[config.mk]
export PLATFORM = sky130hd
export DESIGN_NAME = adpu_root
export DESIGN_NICKNAME = d
export VERILOG_FILES = /design/src/hdl/adamw_parameter_update_assert.svh /design/src/hdl/adpu_pkg.sv /design/src/hdl/adpu_root.sv
export SDC_FILE = /design/constraint.sdc
export NUM_CORES = 1
export LEC_CHECK = 0
export CAP_MARGIN = 10
export CELL_PAD_IN_SITES_DETAIL_PLACEMENT = 1
export CELL_PAD_IN_SITES_GLOBAL_PLACEMENT = 1
export CORE_UTILIZATION = 40
export CTS_CLUSTER_DIAMETER = 200
export DETAILED_ROUTE_END_ITERATION = 12
export DONT_BUFFER_PORTS = 1
export PLACE_DENSITY_LB_ADDON = 0.1
export RECOVER_POWER = 25
export SLEW_MARGIN = 20
export SYNTH_ARGS = -nofsm -noshare
export SYNTH_HDL_FRONTEND = slang
export SYNTH_SLANG_ARGS = --single-unit
[constraint.sdc]
create_clock -name clock -period 4.4 [get_ports clock]
set_input_delay 0.22 -clock clock [delete_from_list [all_inputs] [get_ports clock]]
set_output_delay 0.22 -clock clock [all_outputs]
set_load 0.01 [all_outputs]
[src/hdl/adamw_parameter_update_assert.svh]
`ifndef ADAMW_PARAMETER_UPDATE_ASSERT_SVH
`define ADAMW_PARAMETER_UPDATE_ASSERT_SVH

// same-cycle implication, disabled in reset
`define ADPU_ASSERT_IMPLY(name, clk, rst, ante, cons) \
   name: assert property (@(posedge clk) disable iff (rst) (ante) |-> (cons)) \
      else $error("implication check failed");

// next-cycle implication, disabled in reset
`define ADPU_ASSERT_NEXT(name, clk, rst, ante, cons) \
   name: assert property (@(posedge clk) disable iff (rst) (ante) |=> (cons)) \
      else $error("next-cycle check failed");

`endif

[src/hdl/adpu_pkg.sv]
`default_nettype none
package adpu_pkg;

   localparam int FRAC_BITS = 24;
   localparam logic [24:0] ONE_Q = 25'h100_0000;
   localparam logic [40:0] STEP_CAP = 41'h100_0000_0000;

   localparam logic [2:0] CSR_LEARN_RATE   = 3'd0;
   localparam logic [2:0] CSR_FIRST_DECAY  = 3'd1;
   localparam logic [2:0] CSR_SECOND_DECAY = 3'd2;
   localparam logic [2:0] CSR_GUARD_TERM   = 3'd3;
   localparam logic [2:0] CSR_DECAY_WEIGHT = 3'd4;

   localparam logic [24:0] RST_LEARN_RATE   = 25'd16777;
   localparam logic [23:0] RST_FIRST_DECAY  = 24'd15099494;
   localparam logic [23:0] RST_SECOND_DECAY = 24'd16760439;
   localparam logic [24:0] RST_GUARD_TERM   = 25'd1;
   localparam logic [24:0] RST_DECAY_WEIGHT = 25'd167772;

   localparam logic [6:0] CNT_HAT   = 7'd56;
   localparam logic [6:0] CNT_STEP  = 7'd81;

   typedef struct packed {
      logic [24:0] learn_rate;
      logic [23:0] first_decay;
      logic [23:0] second_decay;
      logic [24:0] guard_term;
      logic [24:0] decay_weight;
   } cfg_type;

   typedef struct packed {
      logic [11:0] elem_index;
      logic [31:0] gradient;
      logic [31:0] weight_in;
      logic [24:0] beta1_power;
      logic [24:0] beta2_power;
   } item_type;

   typedef struct packed {
      logic        start;
      logic [6:0]  count;
      logic [80:0] num;
      logic [40:0] den;
   } div_cmd_type;

   typedef struct packed {
      logic busy;
      logic done;
   } unit_stat_type;

   typedef struct packed {
      logic deq;
      logic we_m;
      logic we_v;
      logic rsp_load;
      logic root_start;
   } back_ctl_type;

   typedef enum logic [4:0] {
      ST_CLEAR, ST_IDLE, ST_MOD, ST_READ, ST_MUL1, ST_MUL2, ST_MUL3, ST_MUL4,
      ST_DECAY, ST_MHAT, ST_VHAT, ST_ROOT, ST_SMUL, ST_SDIV_GO, ST_SDIV,
      ST_FIN, ST_OUT
   } back_state_type;

endpackage
`default_nettype wire

[src/hdl/adpu_root.sv]
`default_nettype none
module adpu_root import adpu_pkg::*; (
   input  wire           clock,
   input  wire           reset,
   input  wire           start,
   input  wire  [79:0]   value,
   output logic [39:0]   root,
   output unit_stat_type stat
);

   logic [79:0] val_ff;
   logic [39:0] root_ff;
   logic [41:0] rem_ff;
   logic [5:0]  cnt_ff;
   logic        busy_ff, done_ff;
   logic [43:0] rem_sh, trial, rem_dif;
   logic        fits;

   assign rem_sh  = {rem_ff, val_ff[79:78]};
   assign trial   = {2'b00, root_ff, 2'b01};
   assign rem_dif = rem_sh - trial;
   assign fits    = rem_sh >= trial;

   assign root = root_ff;
   assign stat = '{busy: busy_ff, done: done_ff};

   always_ff @(posedge clock) begin
      if (reset) begin
         busy_ff <= 1'b0;
         done_ff <= 1'b0;
         cnt_ff  <= 6'd0;
      end else begin
         done_ff <= 1'b0;
         if (start && !busy_ff) begin
            busy_ff <= 1'b1;
            cnt_ff  <= 6'd40;
         end else if (busy_ff) begin
            cnt_ff <= cnt_ff - 6'd1;
            if (cnt_ff == 6'd1) begin
               busy_ff <= 1'b0;
               done_ff <= 1'b1;
            end
         end
      end
   end

   always_ff @(posedge clock) begin
      if (start && !busy_ff) begin
         val_ff  <= value;
         root_ff <= 40'd0;
         rem_ff  <= 42'd0;
      end else if (busy_ff) begin
         val_ff  <= {val_ff[77:0], 2'b00};
         rem_ff  <= fits ? rem_dif[41:0] : rem_sh[41:0];
         root_ff <= {root_ff[38:0], fits};
      end
   end

endmodule
`default_nettype wire

# Yosys cells after proc, flatten, opt, wreduce, memory -nomap -nowiden
# Index checks and enable logic that the tools add are counted.
[classes]
n_addsub = 2
n_mul = 0
eq_ne = 1
n_div = 0
shift = 0
magnitude_cmp = 1
n_reduce_logical = 5
muxes = 9
bitwise = 1
[ops]
columns = ["operator", "count"]
rows = [
  ["80-bit 2-to-1 mux", 2],
  ["44-bit by 42-bit >= comparator with 1-bit output", 1],
  ["42-bit 2-to-1 mux", 1],
  ["42-bit subtractor", 1],
  ["6-bit 2-to-1 mux", 2],
  ["6-bit by 1-bit equality test with 1-bit output, second input constant", 1],
  ["6-bit by 1-bit subtractor with 6-bit output, second input constant", 1],
  ["1-bit 2-to-1 mux", 4],
  ["3-bit OR reduction", 1],
  ["2-bit nonzero test", 1],
  ["2-bit OR reduction", 1],
  ["1-bit logical AND", 1],
  ["1-bit zero test", 1],
  ["1-bit NOT", 1],
]
[word_totals]
latch_bits = 0
romBits = 0
regBits = 170
output_inout_bits = 42
mem_bits_rw = 0
elab_cells = 26
memories = 0
inputBits = 83

# Depth between registers and ports, before layout
[logic_depth]
ltp_word = 4
ltp_mapped = 15

# Worst setup path before layout
# Ideal clock, no wire load.
[synth_path]
path_kind = "register -> register"
startpoint = "register root_ff[31] (netlist: root[31])"
endpoint = "register rem_ff[36]"
required_ns = 4.277
stages_incl_launch_ff = 14
slack_ns = 1.663
arrival_time_ns = 2.614
synth_period_minus_slack_ns = 2.737
cell_sequence = "dfxtp_1 -> inv_1 -> ha_1 -> a21o_1 -> a21o_1 -> a21oi_2 -> a21oi_1 -> a211oi_1 -> o311ai_0 -> o21ai_2 -> buf_6 -> mux2_2 -> a22oi_1 -> o21ai_1"
[synth_via]
elab_chain_cells = 2
[synth_lines]
columns = ["item", "line", "text"]
rows = [
  ["from (decl)", "adpu_root.sv:12", "logic [39:0] root_ff;"],
  ["from (signal assigned)", "adpu_root.sv:55", "root_ff <= {root_ff[38:0], fits};"],
  ["42-bit subtractor / 44-bit by 42-bit >= comparator with 1-bit output (equally long branches)", "adpu_root.sv:21, adpu_root.sv:22", ""],
  ["42-bit 2-to-1 mux *", "adpu_root.sv:54", "rem_ff <= fits ? rem_dif[41:0] : rem_sh[41:0];"],
  ["to (signal assigned)", "adpu_root.sv:54", ""],
  ["to (decl)", "adpu_root.sv:13", "logic [41:0] rem_ff;"],
]
# Every way passes the cells marked *; elsewhere a longest branch is shown, timed or not.
# A chain may end at the register's enable or synchronous reset.

# Worst setup path in the final report
[layout_path]
startpoint = "register busy_ff"
endpoint = "register rem_ff[40]"
[layout_via]
elab_chain_cells = 2
[layout_lines]
columns = ["item", "line", "text"]
rows = [
  ["from (decl)", "adpu_root.sv:15", "logic busy_ff, done_ff;"],
  ["from (signal assigned)", "adpu_root.sv:29", "busy_ff <= 1'b0;"],
  ["from (signal assigned)", "adpu_root.sv:35", "busy_ff <= 1'b1;"],
  ["from (signal assigned)", "adpu_root.sv:40", "busy_ff <= 1'b0;"],
  ["1-bit zero test", "adpu_root.sv:48", "if (start && !busy_ff) begin"],
  ["1-bit logical AND", "adpu_root.sv:48", ""],
]
# Parallel ways exist; a longest one is shown, timed or not.

==> impl_metrics.csv <==
group,metric,value,unit
timing,setup_violations,0,
synth,synthArstFlopShare,0,
synth,ys_top_cells_by_area,"edfxtp_1 26%, dfxtp_1 20%, mux2_2 9.9%",
timing,maxSlewHeadroom,-0.413,
synth,synth_nets,1046,
synth,synth.avg_cell_area,10.0,um^2
global_routing,antenna_found_initial,0,
routing,drtPass1Iterations,4,
routing,drc,0,
synth,seq_area_frac_synth,0.456,
pwr,leakage,0.00402,uW
cts,cts_inserted_buffers,17,
cts,clk_pin_slew_worst_paths,0.08,ns
pwr,clkPwrFrac,0.214,
floorplan,chipHeight,154,um
synth,syn-cell-area,0.00922,mm^2
run,maxCapViolCount,2,
routing,routed_wl,23.8,mm
pwr,seqPwrFrac,0.296,
synth,synth-simple-area-share,0.105,
min_path,min_path_type,"input pin to flip-flop",
synth,synth_top_cell_by_area,"edfxtp_1",
place,postPlaceCellArea,0.00939,mm^2
global_routing,overflow,0,
routing,viasPerCell,5.56,
worst_setup_path,arrival,3.99,ns
synth,synthAdderAreaFrac,0.0597,
pwr,peakVddDrop,0.000234,V
cts,cts.root.buffer_cell,"clkbuf_16",
global_routing,grt_pass1_wl,39.1,mm
routing,route.vias.total,7006,
place,pre_cts_slack,0.785,ns
timing,rsz0062_at_grt,"false",
cts,cts.htree.levels,4,
floorplan,coreArea,0.0226,mm^2
cts,cts_resized,0,
cts,cts_tree,"done",
outcome,status,"complete, but fails checks",
pwr,power.internal,4150,uW
worst_setup_path,crit_path_end_kind,"flip-flop",
layout,syn_to_final_growth,16.4,%
timing,finalCriticalPeriod,3.67,ns
synth,synth_compound_area_frac,0.188,
worst_setup_path,r2r_cells,4,
place,dp_hpwl,15.6,mm
pwr,p_sw_frac,0.415,
worst_setup_path,crit_fanout,51,
worst_setup_path,worst-setup-path-type,"flip-flop to flip-flop",
cts,clk_latency,0.43,ns
global_routing,grt_pass1_vias,7516,
worst_setup_path,r2r_slack,0.73,ns
pwr,power_density,662,mW/mm^2
worst_setup_path,r2r_end,"rem_ff[40]",
synth,netlist_instances,919,
timing,finalMaxSlewViolations,90,
layout,final_common_cell,"nand2_1",
routing,ant_nets,0,
routing,drt_iter0_drc,332,
synth,synth-seq-cells,170,
place,port_buffers,0,
min_path,worstHoldStart,"value[76]",
layout,final_cell_mix,"100 x nand2_1, 90 x dfxtp_1, 81 x mux2_2",
worst_setup_path,startpoint_type,"flip-flop",
timing,tns,0,ns
min_path,min_to,"val_ff[76]",
layout,final_core_util,0.474,
worst_setup_path,r2r-start,"busy_ff",
routing,avgRoutedWirePerCell,18.9,um
timing,fin_crit_sh,0.834,
layout,n_antenna_cell,0,
timing,finClkSkew,0.0104,ns
global_routing,grt_usage,0.208,
synth,synth_edf_count,80,
synth,synth_top_family_by_area,"compound AO/OA/AOI/OAI gates",
layout,drive_above_1_share,0.134,
outcome,violations,"capacitance limit, slew limit",
place,gp_congestion,0.823,
min_path,whs_path_depth,1,
worst_setup_path,cp.required,4.72,ns
floorplan,initial_core_util,0.407,
pwr,combPwrFrac,0.490,
layout,nNetsFinal,1088,
cts,post_cts_buffers,0,
pwr,netSwitchingPower,2950,uW
timing,worst_slew_pin_slew,2.12,ns
cts,clk_path_buf_depth,2,
floorplan,fp-row-count,55,
synth,synth_ff_type,"dfxtp_1",
synth,yosys_warnings,0,
synth,synthMuxAreaShare,0.102,
timing,worst_slack,0.730,ns
cts,clock_sinks,170,
layout,stdcell_count,1259,
synth,synth_xor_area_frac,0.0371,
floorplan,die_w,154,um
place,dp_cells,1153,
timing,fmax,0.272,GHz
floorplan,fp.dieArea,0.0236,mm^2
synth,synth_top_area_frac,0.261,
timing,finalHoldViolCount,0,
floorplan,pin_count,125,
synth,synth_cell_types,62,
layout,fin_area,0.0107,mm^2
global_routing,grt_max_degree,91,
## repair_timing
item / in CTS / in global routing
hold buffers: 72 / 2
hold endpoints to repair: 117 / 2
endpoints found under the setup margin: 0 / 0
## through the flow
stage                     power (uW)  hold WS [ns]
after global routing            7650      0.000636
final                           7100        0.0181
after global placement          5450         0.295
after CTS                       7150     0.0000466
after floorplan                 4800         0.418
after detailed placement        5540         0.294
## area by class of cell
cell class,count,area [um^2]
Timing Repair Buffer,82,807
Clock inverter,14,163
Multi-Input combinational cell,633,4550
Clock buffer,18,429
Sequential cell,170,4200
Fill cell,2491,11900
Tap cell,285,357
Inverter,57,215
## synth_stat cells (27+ instances only)
library cell / count
a21oi_1: 52
edfxtp_1: 80
dfxtp_1: 90
nor2_1: 39
nand2_1: 100
mux2_2: 81
inv_1: 57
o31ai_1: 42
a22o_1: 27
clkbuf_1: 36
ha_1: 44
o21ai_0: 53
## registers in the layout, summed over array words and instances, names as in the netlist
name,count
val_ff,80
root,40
busy_ff,1
rem_ff,42
done_ff,1
cnt_ff,6
## critical path, stage by stage (launching register included)
cell and delay (ns):
dfxtp_1 1.61, nor2_1 0.21, buf_1 0.90, a32o_1 0.52, or3_1 0.31
## cell families after synthesis
group / count (synthesis)
flops: 170
mux: 84
buf+inv: 116
xor+xnor: 39
simple gates: 211
fa+ha+maj: 44
compound gates: 255
## per-layer routing
| metal | wire length (um) | track usage | share of wire | vias to the layer above |
|---|---|---|---|---|
| met5 | 0 | 0 | 0 | - |
| met4 | 351 | 0.0600 | 0.015 | 0 |
| met3 | 1140 | 0.0567 | 0.048 | 25 |
| met2 | 11500 | 0.353 | 0.48 | 123 |
| met1 | 10800 | 0.257 | 0.46 | 3429 |
| li1 | - | - | - | 3429 |
## worst max path at each step
stage	depth (start not counted)	endpoint	slack [ns]	startpoint
floorplan	13	rem_ff[36]	1.66	root[31]
global placement	12	rem_ff[40]	1.0	root[31]
detailed placement	12	rem_ff[40]	0.78	root[31]
CTS	12	rem_ff[40]	0.75	root[31]
global route	4	rem_ff[40]	0.38	busy_ff
finish	4	rem_ff[40]	0.73	busy_ff
## power by group through the flow
stage / combinational [uW] / clock, uW / sequential, uW
final: 3480 / 1520 / 2100
after global routing: 3890 / 1620 / 2130
after CTS: 3490 / 1560 / 2100
after detailed placement: 3410 / 0 / 2130
after global placement: 3330 / 0 / 2130
after floorplan: 2730 / 0 / 2070
(Power assumes the default switching activity.)
