**src/hdl/adamw_parameter_update_assert.svh**
```systemverilog
`ifndef ADAMW_PARAMETER_UPDATE_ASSERT_SVH
`define ADAMW_PARAMETER_UPDATE_ASSERT_SVH

// same-cycle implication, disabled in reset
`define ADPU_ASSERT_IMPLY(name, clk, rst, ante, cons) \
   name: assert property (@(posedge clk) disable iff (rst) (ante) |-> (cons)) \
      else $error("implication check failed");

// next-cycle implication, disabled in reset
`define ADPU_ASSERT_NEXT(name, clk, rst, ante, cons) \
   name: assert property (@(posedge clk) disable iff (rst) (ante) |=> (cons)) \
      else $error("next-cycle check failed");

`endif

```
**src/hdl/adpu_pkg.sv**
```systemverilog
`default_nettype none
package adpu_pkg;

   localparam int FRAC_BITS = 24;
   localparam logic [24:0] ONE_Q = 25'h100_0000;
   localparam logic [40:0] STEP_CAP = 41'h100_0000_0000;

   localparam logic [2:0] CSR_LEARN_RATE   = 3'd0;
   localparam logic [2:0] CSR_FIRST_DECAY  = 3'd1;
   localparam logic [2:0] CSR_SECOND_DECAY = 3'd2;
   localparam logic [2:0] CSR_GUARD_TERM   = 3'd3;
   localparam logic [2:0] CSR_DECAY_WEIGHT = 3'd4;

   localparam logic [24:0] RST_LEARN_RATE   = 25'd16777;
   localparam logic [23:0] RST_FIRST_DECAY  = 24'd15099494;
   localparam logic [23:0] RST_SECOND_DECAY = 24'd16760439;
   localparam logic [24:0] RST_GUARD_TERM   = 25'd1;
   localparam logic [24:0] RST_DECAY_WEIGHT = 25'd167772;

   localparam logic [6:0] CNT_HAT   = 7'd56;
   localparam logic [6:0] CNT_STEP  = 7'd81;

   typedef struct packed {
      logic [24:0] learn_rate;
      logic [23:0] first_decay;
      logic [23:0] second_decay;
      logic [24:0] guard_term;
      logic [24:0] decay_weight;
   } cfg_type;

   typedef struct packed {
      logic [11:0] elem_index;
      logic [31:0] gradient;
      logic [31:0] weight_in;
      logic [24:0] beta1_power;
      logic [24:0] beta2_power;
   } item_type;

   typedef struct packed {
      logic        start;
      logic [6:0]  count;
      logic [80:0] num;
      logic [40:0] den;
   } div_cmd_type;

   typedef struct packed {
      logic busy;
      logic done;
   } unit_stat_type;

   typedef struct packed {
      logic deq;
      logic we_m;
      logic we_v;
      logic rsp_load;
      logic root_start;
   } back_ctl_type;

   typedef enum logic [4:0] {
      ST_CLEAR, ST_IDLE, ST_MOD, ST_READ, ST_MUL1, ST_MUL2, ST_MUL3, ST_MUL4,
      ST_DECAY, ST_MHAT, ST_VHAT, ST_ROOT, ST_SMUL, ST_SDIV_GO, ST_SDIV,
      ST_FIN, ST_OUT
   } back_state_type;

endpackage
`default_nettype wire

```
**src/hdl/adpu_divider.sv**
```systemverilog
`default_nettype none
module adpu_divider import adpu_pkg::*; (
   input  wire             clock,
   input  wire             reset,
   input  wire div_cmd_type cmd,
   output logic [80:0]     quot,
   output unit_stat_type   stat
);

   logic [80:0] num_ff, q_ff;
   logic [40:0] den_ff, rem_ff;
   logic [6:0]  cnt_ff;
   logic        busy_ff, done_ff;
   logic [41:0] rem_sh, rem_dif;
   logic        fits;

   assign rem_sh  = {rem_ff, num_ff[80]};
   assign rem_dif = rem_sh - {1'b0, den_ff};
   assign fits    = rem_sh >= {1'b0, den_ff};

   assign quot = q_ff;
   assign stat = '{busy: busy_ff, done: done_ff};

   always_ff @(posedge clock) begin
      if (reset) begin
         busy_ff <= 1'b0;
         done_ff <= 1'b0;
         cnt_ff  <= 7'd0;
      end else begin
         done_ff <= 1'b0;
         if (cmd.start && !busy_ff) begin
            busy_ff <= 1'b1;
            cnt_ff  <= cmd.count;
         end else if (busy_ff) begin
            cnt_ff <= cnt_ff - 7'd1;
            if (cnt_ff == 7'd1) begin
               busy_ff <= 1'b0;
               done_ff <= 1'b1;
            end
         end
      end
   end

   always_ff @(posedge clock) begin
      if (cmd.start && !busy_ff) begin
         num_ff <= cmd.num;
         den_ff <= cmd.den;
         rem_ff <= 41'd0;
         q_ff   <= 81'd0;
      end else if (busy_ff) begin
         num_ff <= {num_ff[79:0], 1'b0};
         rem_ff <= fits ? rem_dif[40:0] : rem_sh[40:0];
         q_ff   <= {q_ff[79:0], fits};
      end
   end

endmodule
`default_nettype wire

```
**config.mk**
```make
export PLATFORM = sky130hd
export DESIGN_NAME = adpu_divider
export DESIGN_NICKNAME = d
export VERILOG_FILES = /design/src/hdl/adamw_parameter_update_assert.svh /design/src/hdl/adpu_pkg.sv /design/src/hdl/adpu_divider.sv
export SDC_FILE = /design/constraint.sdc
export NUM_CORES = 1
export LEC_CHECK = 0
export BUFFER_PORTS_ARGS = -buffer_cell sky130_fd_sc_hd__clkbuf_2
export CORE_MARGIN = 3
export CORE_UTILIZATION = 35
export CTS_CLUSTER_DIAMETER = 30
export DETAILED_ROUTE_END_ITERATION = 8
export PLACE_DENSITY = 0.59
export SYNTH_ARGS = -nofsm -noshare
export SYNTH_HDL_FRONTEND = slang
export SYNTH_SLANG_ARGS = --single-unit
```
**constraint.sdc**
```tcl
create_clock -name clock -period 3.16 [get_ports clock]
set_clock_uncertainty 0.1 [all_clocks]
set_input_delay 0.158 -clock clock [delete_from_list [all_inputs] [get_ports clock]]
set_output_delay 0.158 -clock clock [all_outputs]
set_load 0.01 [all_outputs]
```
== Word-level counts from Yosys, hierarchy flattened ==
Cells that the tools add are included.

* Register bits after elaboration: 253
* Bits in latches: 0
* RAM bits: 0
* ROM bits: 0
* Input bits: 132
* Output and inout port bits: 83
* Word-level logic and storage cells: 25
* Memories kept: 0

* Add/sub/neg operators: 2
* $mul: 0
* Divide/modulo/power cells: 0
* Order comparisons: 1
* Equal/unequal tests: 1
* Shift-type cells: 0
* Muxes and demuxes: 9
* Bitwise operators: 1
* Reductions and logical operators: 4

{| class="wikitable"
|+ Operators with widths
! operator !! count
|-
| 81-bit two-way mux || 2
|-
| 42-bit by 41-bit greater-or-equal comparator with 1-bit output || 1
|-
| 41-bit two-way mux || 1
|-
| 41-bit subtractor || 1
|-
| 7-bit two-way mux || 2
|-
| 7-bit by 1-bit == test with 1-bit output (second input constant) || 1
|-
| 7-bit by 1-bit subtractor with 7-bit output (second input constant) || 1
|-
| 1-bit two-way mux || 4
|-
| 3-bit OR reduction || 1
|-
| 2-bit nonzero test || 1
|-
| 1-bit logical AND || 1
|-
| 1-bit zero test || 1
|-
| 1-bit NOT || 1
|}

== Depth between registers and ports, before layout ==
* Depth in word-level cells: 4
* Gate-level depth with buffers: 15
* Mapped depth without buffers: 13

== Least setup slack after synthesis ==
Ideal clock, no wire load.

* Kind: reg-to-reg
* From: register num_ff[80]
* To: register rem_ff[13]
* Setup time: 0.128 ns
* Arrival: 2.867 ns
* Required time: 2.932 ns
* Path slack: 0.065 ns
* Stages on the path, launching flop included: 16
* Buffers on the path: 2
* Period minus slack after synthesis: 3.095 ns
* Cells stage by stage: edfxtp_1 inv_1 ha_1 inv_1 fa_1 a21oi_2 nor2_1 o31a_1 o2111a_1 o211ai_2 a21oi_2 or2_1 buf_6 buf_8 mux2i_1 o21ai_1

* Longest elaborated chain between the ends: 2
* Elaborated cells between the ends (all ways): 3
* Classes of those cells: 1 x add/sub; 1 x order compare; 1 x mux

{| class="wikitable"
|+ RTL lines
! what !! RTL line !! text
|-
| start: declaration || adpu_divider.sv:10 || <nowiki>logic [80:0] num_ff, q_ff;</nowiki>
|-
| start signal: assignment || adpu_divider.sv:46 || <nowiki>num_ff <= cmd.num;</nowiki>
|-
| start signal: assignment || adpu_divider.sv:51 || <nowiki>num_ff <= {num_ff[79:0], 1'b0};</nowiki>
|-
| 41-bit subtractor / 42-bit by 41-bit greater-or-equal comparator with 1-bit output (equally long branches) || adpu_divider.sv:18, adpu_divider.sv:19 ||
|-
| 41-bit two-way mux (*) || adpu_divider.sv:52 || <nowiki>rem_ff <= fits ? rem_dif[40:0] : rem_sh[40:0];</nowiki>
|-
| end signal: assignment || adpu_divider.sv:52 ||
|-
| end: declaration || adpu_divider.sv:11 || <nowiki>logic [40:0] den_ff, rem_ff;</nowiki>
|}

Every way passes the cells marked *; elsewhere a longest branch is shown, timed or not.
A chain may end at the register's enable or synchronous reset.

== Worst setup path in the final report ==
* From: register num_ff[80]
* To: register rem_ff[7]

The elaborated chain is that of the path after synthesis.

==> summary.txt <==
CTS
  – Clock-pin slew on the worst setup and hold paths: 0.04 ns
  – Num CTS Buffers: 66
  – CTS root buffer: clkbuf_16
  – Longest Clk Path Bufs: 3
  – TritonCTS clock tree: done
  – Clock sink count: between 200 and 300
  – Clock Latency Late Sink: between 0.5 and 0.6 ns
  – CTS H-tree depth: 3

Power and ir drop
  – Peak VDD IR: 0.506 mV
  – PD cells: about 850 mW/mm2
  – Leakage: a little over 0.007 uW

Route
  – Initial detailed-routing violation count: 540
  – Total Wirelength: between 30000 and 40000 um
  – DR vias: about 10000
  – Pre-antenna DRT Iters: 5
  – Drt drc: 0
  – Vias/cell: 4.87
  – WL per Instance: roughly 16 um
  – DRT antenna net count: 0

Place
  – Dpl cells: ~1800
  – Port Buffers: approximately 210
  – HPWL after DPL: around 20000 um
  – Placer Congestion: 0.834
  – Placement Cell Area: ~0.014 mm2

Critical path
  – WS Path Type: register to register
  – R2R Path Start: num_ff[80]$_DFFE_PP_
  – Terminus of the critical flop-to-flop path: rem_ff[7]$_SDFFE_PP0P_
  – Crit path DAT: between 3 and 4 ns
  – FF-to-FF setup slack: a little over 0.05 ns
  – Crit end category: register
  – Reg2Reg Depth: 14
  – Critical path peak fanout: 8
  – WP data required: 3.47 ns
  – CP Launch Type: register

Timing
  – Max-slew violations: 0
  – Final min period: ~3.1 ns
  – Hold slack: 0.232 ns
  – Final worst path period share: a little over nine tenths
  – Fmax: 322 MHz
  – Slew @ Worst Pin: 0.835 ns
  – Worst slew margin: between 40% and 50%
  – Final hold violation count: 0
  – Final-report setup violation count: 0
  – Unrepaired setup endpoints after global routing: yes

Yosys
  – Synth area leader: edfxtp_1
  – Post-synthesis cell count: about 1200
  – Synth Flop Type: dfxtp_1
  – Avg Synthesized Cell Area: between 10 and 15 um2
  – Synth Warn #: 0
  – Commonest cells post-synth: 234 x nand2_1, 131 x dfxtp_1, 122 x edfxtp_1
  – Share of Yosys cell area claimed by the top area cell type: 30.4%
  – Top-count cell post-synth: nand2_1
  – Post-synthesis cell type count: 67
  – #FFs+latches synth: 253
  – Async set-reset flop share out of synthesis: 0%
  – Largest cells by area after synthesis: edfxtp_1 30%, dfxtp_1 22%, mux2_2 7.5%
  – Net Count, Synth: approximately 1400
  – Register area share after synthesis: 52.2%
  – Post-synth EDFFs: 122
  – Mapped cell area: between 0.01 and 0.015 mm2

Hold path
  – Worst min path class: primary input to register
  – WHS Endpoint: den_ff[40]$_DFFE_PP_
  – Hold depth: 2
  – HP Start: cmd[40]

Global routing
  – Grt ovf: 0
  – Total GRT Usage: 17.5%
  – First-pass GRT wire length: 52000 um
  – Largest net degree at the start of global routing: 100
  – Vias in the first global route: between 10000 and 15000
  – Initial antenna violation count: 7

Floorplanning
  – Die footprint: roughly 0.037 mm2
  – Initial Utilization: 35.7%
  – I/O pins: about 220
  – Die Span Y: 191 um
  – Core Footprint: around 0.034 mm2
  – Chip Width: 191 um
  – Row count: 67

Run
  – Max cap viols: 0

Final layout
  – FILL cells: between 2000 and 3000
  – Fin cells: approximately 2100
  – Register area: between 0.006 and 0.007 mm2
  – Post-route cell area: around 0.017 mm2
  – Multi-input gate area: roughly 0.0053 mm2
  – Synth-to-layout area growth: 45.4%
  – Layout cell share with drive strength beyond 1: roughly 29%
  – Layout Nets: about 1700

Outcome
  – Outcome: complete, no violations
## layout make-up
class | instances | area share [%]
flip-flops and latches | 253 | 36.0
multi-input cells | 803 | 30.2
inverters | 62 | 1.34
repair buffers | 383 | 15.9
diodes | 5 | 0.0715
well taps | 448 | 3.20
clock inverters | 36 | 2.97
clock buffers | 83 | 10.3
## placed cells by master (no fill, tap or decap), types with 29 or more instances in the layout
cell             n
inv_1           59
nand2_1        233
o21ai_0         98
edfxtp_1       122
clkbuf_16       70
buf_4           30
a21oi_1         40
mux2_2          80
dfxtp_1        130
o21ai_1         29
ha_1            41
clkbuf_2       214
dlygate4sd3_1  131
## worst max path at each step
stage / startpoint / to / slack (ns) / cells past startpoint
global placement: num_ff[80]$_DFFE_PP_ / rem_ff[35]$_SDFFE_PP0P_ / -0.06 / 14
global route: num_ff[80]$_DFFE_PP_ / rem_ff[35]$_SDFFE_PP0P_ / -0.08 / 14
finish: num_ff[80]$_DFFE_PP_ / rem_ff[7]$_SDFFE_PP0P_ / 0.05 / 14
floorplan: num_ff[80]$_DFFE_PP_ / rem_ff[13]$_SDFFE_PP0P_ / 0.06 / 15
detailed placement: num_ff[80]$_DFFE_PP_ / rem_ff[2]$_SDFFE_PP0P_ / -0.17 / 14
CTS: num_ff[80]$_DFFE_PP_ / rem_ff[4]$_SDFFE_PP0P_ / 0.02 / 14
## layer usage
metal	track usage (%)	wire length (um)
met5	0	23
met4	7.42	994
met3	5.06	1990
met2	28.7	15700
met1	21.4	13900
## state kept, by name, summed over array words and instances (netlist names)
signal   cells
den_ff      41
quot        81
num_ff      81
done_ff      1
busy_ff      1
rem_ff      41
cnt_ff       7
## what timing repair did
action / CTS / global route
endpoints found under the hold margin: 132 / 0
gates resized for setup: 4 / 21
buffers inserted: 0 / 6
gates cloned: 0 / 2
pin swaps: 1 / 9
hold buffers: 131 / 0
endpoints found under the setup margin: 42 / 42
## power by group
part | internal, uW | switching, uW | leakage [uW]
clock | 4940 | 2040 | 0.00113
sequential | 3900 | 260 | 0.00226
combinational | 1780 | 1950 | 0.00384
total | 10600 | 4260 | 0.00724
## worst max-delay path, stage by stage (launching register included)
cell,delay (ns)
edfxtp_1,0.38
inv_1,0.07
ha_2,0.18
inv_2,0.04
fa_2,0.34
a21oi_2,0.17
nor2_2,0.07
o31a_1,0.28
o2111a_1,0.28
o211ai_2,0.22
a21oi_2,0.09
or2_4,0.32
clkbuf_16,0.20
mux2i_1,0.17
o21ai_1,0.07
## stage by stage
step                total power [uW]  worst slack (ns)  setup TNS (ns)  utilization, %
finish                         14900            0.0504               0            51.9
global route                   15600           -0.0751           -1.89            51.9
CTS                            14700            0.0224               0            51.4
detailed placement              7510            -0.172           -3.91            40.6
global placement                7460           -0.0610           -1.34            40.6
floorplan                       6630            0.0650               0               -
## cells by family (layout without fill, tap and decap cells)
| kind of cell | after synthesis | count (layout) | synth area share [%] |
|---|---|---|---|
| muxes | 109 | 109 | 9.90 |
| xor gates and xnor gates | 42 | 42 | 3.06 |
| buffers and inverters | 128 | 564 | 4.38 |
| DFF | 253 | 253 | 52.2 |
| other | 0 | 5 | 0 |
| AOI/OAI and AO/OA | 263 | 263 | 13.5 |
| adders and majority gates | 44 | 44 | 4.64 |
| and+or+nand+nor | 345 | 345 | 12.3 |
Power figures use the tool's default switching activity.
