`src/hdl/adamw_parameter_update_assert.svh`:
```
`ifndef ADAMW_PARAMETER_UPDATE_ASSERT_SVH
`define ADAMW_PARAMETER_UPDATE_ASSERT_SVH

// same-cycle implication, disabled in reset
`define ADPU_ASSERT_IMPLY(name, clk, rst, ante, cons) \
   name: assert property (@(posedge clk) disable iff (rst) (ante) |-> (cons)) \
      else $error("implication check failed");

// next-cycle implication, disabled in reset
`define ADPU_ASSERT_NEXT(name, clk, rst, ante, cons) \
   name: assert property (@(posedge clk) disable iff (rst) (ante) |=> (cons)) \
      else $error("next-cycle check failed");

`endif

```
`src/hdl/adpu_pkg.sv`:
```
`default_nettype none
package adpu_pkg;

   localparam int FRAC_BITS = 24;
   localparam logic [24:0] ONE_Q = 25'h100_0000;
   localparam logic [40:0] STEP_CAP = 41'h100_0000_0000;

   localparam logic [2:0] CSR_LEARN_RATE   = 3'd0;
   localparam logic [2:0] CSR_FIRST_DECAY  = 3'd1;
   localparam logic [2:0] CSR_SECOND_DECAY = 3'd2;
   localparam logic [2:0] CSR_GUARD_TERM   = 3'd3;
   localparam logic [2:0] CSR_DECAY_WEIGHT = 3'd4;

   localparam logic [24:0] RST_LEARN_RATE   = 25'd16777;
   localparam logic [23:0] RST_FIRST_DECAY  = 24'd15099494;
   localparam logic [23:0] RST_SECOND_DECAY = 24'd16760439;
   localparam logic [24:0] RST_GUARD_TERM   = 25'd1;
   localparam logic [24:0] RST_DECAY_WEIGHT = 25'd167772;

   localparam logic [6:0] CNT_HAT   = 7'd56;
   localparam logic [6:0] CNT_STEP  = 7'd81;

   typedef struct packed {
      logic [24:0] learn_rate;
      logic [23:0] first_decay;
      logic [23:0] second_decay;
      logic [24:0] guard_term;
      logic [24:0] decay_weight;
   } cfg_type;

   typedef struct packed {
      logic [11:0] elem_index;
      logic [31:0] gradient;
      logic [31:0] weight_in;
      logic [24:0] beta1_power;
      logic [24:0] beta2_power;
   } item_type;

   typedef struct packed {
      logic        start;
      logic [6:0]  count;
      logic [80:0] num;
      logic [40:0] den;
   } div_cmd_type;

   typedef struct packed {
      logic busy;
      logic done;
   } unit_stat_type;

   typedef struct packed {
      logic deq;
      logic we_m;
      logic we_v;
      logic rsp_load;
      logic root_start;
   } back_ctl_type;

   typedef enum logic [4:0] {
      ST_CLEAR, ST_IDLE, ST_MOD, ST_READ, ST_MUL1, ST_MUL2, ST_MUL3, ST_MUL4,
      ST_DECAY, ST_MHAT, ST_VHAT, ST_ROOT, ST_SMUL, ST_SDIV_GO, ST_SDIV,
      ST_FIN, ST_OUT
   } back_state_type;

endpackage
`default_nettype wire

```
`src/hdl/adpu_front.sv`:
```
`default_nettype none
module adpu_front import adpu_pkg::*; (
   input  wire         clock,
   input  wire         reset,
   input  wire cfg_type cfg,
   input  wire         block,
   input  wire         req_valid,
   output logic        req_ready,
   input  wire  [11:0] req_elem_index,
   input  wire  [31:0] req_gradient,
   input  wire  [31:0] req_weight_in,
   input  wire         req_new_pass,
   output item_type    head,
   output logic        head_valid,
   input  wire         pop
);

   logic [24:0] p1_ff, p2_ff, p1_in, p2_in;
   logic [48:0] p1_prod, p2_prod;
   item_type    q_ff [2];
   logic        wr_ptr_ff, rd_ptr_ff;
   logic [1:0]  cnt_ff, cnt_in;
   logic        push;

   assign req_ready  = !block && (cnt_ff != 2'd2);
   assign push       = req_valid && req_ready;
   assign head       = q_ff[rd_ptr_ff];
   assign head_valid = (cnt_ff != 2'd0);

   assign p1_prod = 49'(p1_ff) * 49'(cfg.first_decay);
   assign p2_prod = 49'(p2_ff) * 49'(cfg.second_decay);

   always_comb begin
      p1_in = p1_ff;
      p2_in = p2_ff;
      if (push && req_new_pass) begin
         p1_in = p1_prod[48:24];
         p2_in = p2_prod[48:24];
      end
      cnt_in = cnt_ff + 2'(push) - 2'(pop && head_valid);
   end

   always_ff @(posedge clock) begin
      if (reset) begin
         p1_ff     <= ONE_Q;
         p2_ff     <= ONE_Q;
         wr_ptr_ff <= 1'b0;
         rd_ptr_ff <= 1'b0;
         cnt_ff    <= 2'd0;
      end else begin
         p1_ff  <= p1_in;
         p2_ff  <= p2_in;
         cnt_ff <= cnt_in;
         if (push) begin
            wr_ptr_ff <= !wr_ptr_ff;
         end
         if (pop && head_valid) begin
            rd_ptr_ff <= !rd_ptr_ff;
         end
      end
   end

   always_ff @(posedge clock) begin
      if (push) begin
         q_ff[wr_ptr_ff] <= '{elem_index: req_elem_index, gradient: req_gradient,
                              weight_in: req_weight_in, beta1_power: p1_in,
                              beta2_power: p2_in};
      end
   end

endmodule
`default_nettype wire

```
`config.mk`:
```
export PLATFORM = sky130hd
export DESIGN_NAME = adpu_front
export DESIGN_NICKNAME = d
export VERILOG_FILES = /design/src/hdl/adamw_parameter_update_assert.svh /design/src/hdl/adpu_pkg.sv /design/src/hdl/adpu_front.sv
export SDC_FILE = /design/constraint.sdc
export NUM_CORES = 2
export LEC_CHECK = 0
export BUFFER_PORTS_ARGS = -buffer_cell sky130_fd_sc_hd__buf_4
export CAP_MARGIN = 25
export CORE_ASPECT_RATIO = 1.1
export CORE_MARGIN = 2
export CORE_UTILIZATION = 55
export CTS_CLUSTER_SIZE = 8
export DETAILED_ROUTE_END_ITERATION = 10
export HOLD_SLACK_MARGIN = 0.06
export PLACE_DENSITY = 0.73
export REMOVE_ABC_BUFFERS = 1
export SLEW_MARGIN = 20
export SYNTH_ARGS = -nofsm -noshare
export SYNTH_HDL_FRONTEND = slang
export SYNTH_SLANG_ARGS = --single-unit
```
`constraint.sdc`:
```
create_clock -name clock -period 9.9 [get_ports clock]
set_input_delay 0.495 -clock clock [delete_from_list [all_inputs] [get_ports clock]]
set_output_delay 0.495 -clock clock [all_outputs]
set_load 0.02 [all_outputs]
```
Word-level counts from Yosys, hierarchy flattened
Memory sizes are Yosys's and may differ from the RTL's. A register that Yosys moved wholly into a read port is not among the register bits.
Index checks and enable logic that the tools add are counted.
W data, S select, Z words.
{"block": "word_totals", "memories": 1, "mem_bits_rw": 252, "word_cells": 25, "latchBits": 0, "output_inout_bits": 128, "ff_bits": 54, "romBits": 0, "input_bits": 205}
{"block": "op_classes", "multipliers": 2, "n_reduce_logical": 8, "add_sub_neg": 2, "n_eq_ne": 1, "bitwise_logic": 0, "n_shift": 0, "n_lt_le_gt_ge": 0, "div_mod_pow": 0, "muxes": 6}
{"memory": "q_ff", "words": 2, "word_bits": 126, "read_ports": 1, "rd_ports_with_merged_regs": 1, "wr": 1, "line": "adpu_front.sv:20", "rtl": "item_type q_ff [2];"}
{"op": "$mul A25 B24 Y49", "count": 2}
{"op": "$mux W25", "count": 2}
{"op": "$logic_and A1 B1 Y1", "count": 4}
{"op": "$mux W1", "count": 4}
{"op": "$logic_not A1 Y1", "count": 3}
{"op": "$add A2 B1 Y2", "count": 1}
{"op": "$ne A2 B2 Y1 const B", "count": 1}
{"op": "$reduce_bool A2 Y1", "count": 1}
{"op": "$sub A2 B1 Y2", "count": 1}

Logic depth before layout (Yosys ltp)
{"block": "depth", "ltp_word": 5, "depth_mapped": 27, "ltp_nobuf": 25}

Worst setup path after synthesis
Ideal clock, no wire load.
{"block": "synth_path", "path_kind": "input port to flip-flop", "start": "input port cfg[53] (netlist name)", "end": "memory q_ff[0][19] (netlist name) (data pin)", "path_buffers": 2, "arrival_time_ps": 7099, "stages": 25, "path_slack_ps": 2536, "t_required_ps": 9636, "setup_time_ps": 264, "path_cell_list": "clkbuf_1 clkbuf_1 nand2_1 fa_1 inv_1 fa_1 inv_1 fa_1 fa_1 inv_1 fa_1 fa_1 inv_1 fa_1 inv_1 ha_1 a21o_1 a21o_1 a2111o_1 or3_1 o21a_1 a22o_1 o31ai_4 mux2i_1 nand2_1"}
{"block": "synth_between", "elab_chain_len": 2}
{"item": "start: declaration", "line": "adpu_front.sv:5", "rtl": "input wire cfg_type cfg,"}
{"item": "$mul A25 B24 Y49", "line": "adpu_front.sv:31", "rtl": "assign p2_prod = 49'(p2_ff) * 49'(cfg.second_decay);"}
{"item": "$mux W25", "line": "adpu_front.sv:36", "rtl": "if (push && req_new_pass) begin"}
{"item": "via p2_in[19]", "line": "adpu_front.sv:18", "rtl": "logic [24:0] p1_ff, p2_ff, p1_in, p2_in;"}
{"item": "end: declaration", "line": "adpu_front.sv:20"}
The timed path passes the listed nets, and every way through them passes these cells.

Final worst setup path
{"block": "layout_path", "start": "register p2_ff[13]", "end": "memory q_ff[0][22] (netlist name) (data pin)"}
{"block": "layout_between", "elab_chain_len": 2}
{"item": "start: declaration", "line": "adpu_front.sv:18"}
{"item": "start signal: assignment", "line": "adpu_front.sv:52", "rtl": "p2_ff <= p2_in;"}
{"item": "$mul A25 B24 Y49", "line": "adpu_front.sv:31"}
{"item": "$mux W25", "line": "adpu_front.sv:36"}
{"item": "via p2_in[22]", "line": "adpu_front.sv:18"}
The timed path passes the listed nets, and every way through them passes these cells.

==> impl_metrics.env <==
export IMPL_synthCells=5080
export IMPL_clkLatencyLatePin_ns=0.59
export IMPL_grt_usage_pct=28.34
export IMPL_ff_latch_area_mm2=0.008672
export IMPL_grt_max_degree=69
export IMPL_rr_endpoint="q_ff[0][22]$_DFFE_PP_"
export IMPL_via_count=35629
export IMPL_seq_area_frac_synth_pct=17.35
export IMPL_async_flop_share_pct=0
export IMPL_ys_flop_type="edfxtp_1"
export IMPL_rr_startpoint="p2_ff[13]$_SDFF_PP0_"
export IMPL_clkPwrFrac_pct=7.7
export IMPL_finalSetupTns_ns=0
export IMPL_p_int_uw=8457
export IMPL_crit_type="reg -> reg"
export IMPL_die_w_um=291.4
export IMPL_avgViaCountPerCell=5.573
export IMPL_routedWlPerCell_um=19.85
export IMPL_grt_pass1_wl_um=207000
export IMPL_ir_drop_v=0.0005077
export IMPL_worst_pin_slew_ns=1.175
export IMPL_final_max_slew_viol_count=0
export IMPL_yosysUniqueCellTypes=64
export IMPL_powerDensity_mw_per_mm2=340.0
export IMPL_ios=333
export IMPL_seqPwrFrac_pct=10.7
export IMPL_p_sw_uw=9981
export IMPL_htree_levels=2
export IMPL_synth_cell_area_mm2=0.04997
export IMPL_post_cts_setup_buffers=0
export IMPL_diodes=0
export IMPL_r2r_cells=19
export IMPL_drt_iter0_drc=2137
export IMPL_num_rows=115
export IMPL_fin_nets=6747
export IMPL_grt_antenna_before_repair=2
export IMPL_hold_end="q_ff[0][51]$_DFFE_PP_"
export IMPL_clock_skew_ns=0.02769
export IMPL_post_cts_resize_count=0
export IMPL_power_total_uw=18440
export IMPL_syn_to_final_growth_pct=8.523
export IMPL_worstHoldPathType="in -> reg"
export IMPL_holdBufCountCts=0
export IMPL_num_fill_cells=7641
export IMPL_drtPass1Iterations=6
export IMPL_gp_congestion=0.9575
export IMPL_p_sw_share_pct=54.13
export IMPL_routed_wl_um=126900
export IMPL_die_area_mm2=0.09329
export IMPL_die_h_um=320.1
export IMPL_cts_tree="built"
export IMPL_clock_sinks=307
export IMPL_status="completed"
export IMPL_cts_root_buf="clkbuf_16"
export IMPL_crit_fanout=19
export IMPL_max_freq_mhz=116.8
export IMPL_start_util_pct=55.66
export IMPL_hold_viol=0
export IMPL_cp_end_kind="flop"
export IMPL_antenna_left=0
export IMPL_fin_crit_sh_pct=86.51
export IMPL_max_slew_margin_pct=21.53
export IMPL_whs_path_depth=1
export IMPL_grt_pass1_vias=38739
export IMPL_numCtsBuffers=45
export IMPL_cp_required_ns=10.21
export IMPL_ys_warn_count=0
export IMPL_synth_edf_count=252
export IMPL_p_leak_uw=0.02634
export IMPL_synth_seq_cells=307
export IMPL_r2r_slack_ns=1.34
export IMPL_portBuffers=257
export IMPL_min_from="req_weight_in[1]"
export IMPL_min_period_ns=8.565
export IMPL_startpoint_type="flop"
export IMPL_multi_input_area_mm2=0.03603
export IMPL_setup_viol=0
export IMPL_clk_pin_slew_ns=0.06
export IMPL_worstPathArrival_ns=8.87
export IMPL_hpwl_um=96510
export IMPL_grt_overflow=0
export IMPL_clk_path_buf_depth=3
export IMPL_drive_gt1_share_pct=10.07
export IMPL_design_core_area_mm2=0.08979
export IMPL_whs_ns=0.09940
export IMPL_grt_setup_unrepaired="no"
export IMPL_max_cap_viol_count=0
export IMPL_drc=0
export IMPL_p_comb_share_pct=81.5
export IMPL_synth_area_per_cell_um2=9.837
worst max-delay path by stage:
stage,to,start,slack [ns]
2_1_floorplan,q_ff[0][0]$_DFFE_PP_,block,2.80
3_3_place_gp,q_ff[0][22]$_DFFE_PP_,p2_ff[9]$_SDFF_PP0_,1.75
3_5_place_dp,q_ff[0][22]$_DFFE_PP_,p2_ff[13]$_SDFF_PP0_,1.66
4_1_cts,q_ff[0][22]$_DFFE_PP_,p2_ff[13]$_SDFF_PP0_,1.62
5_1_grt,q_ff[1][22]$_DFFE_PP_,p2_ff[13]$_SDFF_PP0_,1.30
6_report,q_ff[0][22]$_DFFE_PP_,p2_ff[13]$_SDFF_PP0_,1.34
synth_stat cells (4+ instances only):
cell	number	area (um^2)
a211oi_1	10	75.07
a21o_1	55	412.9
a21oi_1	115	575.6
a31oi_1	20	125.1
and2_1	603	3772
and3_1	25	156.4
and4_1	9	78.83
buf_1	4	15.01
clkbuf_1	255	957.2
dfxtp_1	55	1101
edfxtp_1	252	7567
fa_1	1006	20140
ha_1	344	4304
inv_1	1152	4324
mux2_2	138	1554
mux2i_1	10	100.1
nand2_1	709	2661
nand3_1	32	160.2
nand4_1	24	150.1
nand4b_1	4	35.03
nor2_1	43	161.4
nor2b_1	9	56.30
nor3_1	18	90.09
nor3b_1	5	37.54
nor4_1	4	25.02
o211ai_1	8	60.06
o21a_1	5	37.54
o21ai_0	47	235.2
o21bai_1	12	90.09
o31a_1	4	35.03
o31ai_1	8	60.06
or3_1	8	50.05
xnor2_1	29	254.0
xor2_1	11	96.34
metrics by stage:
step / utilization [%] / instance area (um^2) / cells / worst slack (ns)
floorplan: - / 49000 / 4821 / 2.796
global placement: 58.94 / 52920 / 6315 / 1.753
detailed placement: 58.94 / 52920 / 6315 / 1.656
CTS: 60.40 / 54230 / 6393 / 1.622
global route: 60.40 / 54230 / 6393 / 1.301
finish: 60.40 / 54230 / 6393 / 1.335
power groups by stage:
stage	Combinational, uW	Sequential [uW]	Clock (uW)
2_1_floorplan	10700	1980	0
5_1_grt	17100	1990	1510
6_report	15000	1980	1430
3_5_place_dp	14900	1990	0
3_3_place_gp	14700	1980	0
4_1_cts	15100	1960	1460
metal layers:
| metal | part of all wire (%) | wire, um | GRT usage [%] | up-vias |
|---|---|---|---|---|
| met5 | 0.014 | 18 | 0 | - |
| met4 | 4.6 | 5802 | 10.79 | 4 |
| met3 | 8.2 | 10430 | 5.391 | 375 |
| met2 | 48 | 61370 | 47.97 | 1464 |
| met1 | 39 | 49310 | 36.27 | 18279 |
| li1 | - | - | - | 15507 |
state kept, by name, summed over array words and instances (netlist names), named ones only:
register	count
p2_ff	25
wr_ptr_ff	1
p1_ff	25
rd_ptr_ff	1
q_ff	252
cnt_ff	2
cells in the final DEF, fill, tap and decap left out, types with 9 or more instances in the layout:
| cell type | n |
|---|---|
| inv_1 | 1152 |
| buf_4 | 324 |
| a31oi_1 | 20 |
| clkbuf_16 | 45 |
| edfxtp_1 | 252 |
| ha_1 | 344 |
| dfxtp_1 | 54 |
| a21oi_1 | 115 |
| a21o_1 | 55 |
| xor2_1 | 11 |
| xnor2_1 | 29 |
| nor2_1 | 42 |
| and4_1 | 9 |
| clkbuf_1 | 29 |
| and3_1 | 23 |
| o21bai_1 | 12 |
| o21ai_0 | 47 |
| mux2i_1 | 10 |
| nand4_1 | 24 |
| nand3_1 | 32 |
| a211oi_1 | 10 |
| mux2_2 | 138 |
| nor2b_1 | 9 |
| fa_1 | 1006 |
| nand2_1 | 708 |
| and2_1 | 603 |
| nor3_1 | 18 |
worst max-delay path, stage by stage, from the launching register on:
cell       delay, ns
dfxtp_1         1.10
nand2_1         0.18
fa_1            0.57
fa_1            0.56
inv_1           0.06
fa_1            0.48
fa_1            0.46
fa_1            0.49
fa_1            0.49
inv_1           0.06
fa_1            0.48
inv_1           0.05
ha_1            0.40
and3_1          0.28
or3b_2          0.52
nor4_1          0.75
o2111ai_1       0.35
a211oi_1        0.70
nand4b_1        0.20
nand3_1         0.09
cell type report:
cell class	count	area share [%]
Multi-Input combinational cell	3362	66.44
Clock buffer	74	2.277
Tap cell	1170	2.699
Sequential cell	307	15.99
Inverter	1152	7.974
Clock inverter	4	0.1384
Timing Repair Buffer	324	4.485
kinds of logic after synthesis:
kind of cell,after synthesis,share of synthesized area [%]
AO/OA/AOI/OAI,319,4.066
XOR/XNOR,40,0.7011
adder cells (fa/ha/maj),1350,48.91
buffers and inverters,1411,10.60
flip-flops,307,17.35
multiplexers,148,3.310
AND/OR/NAND/NOR,1505,15.06
(Power assumes the default switching activity.)
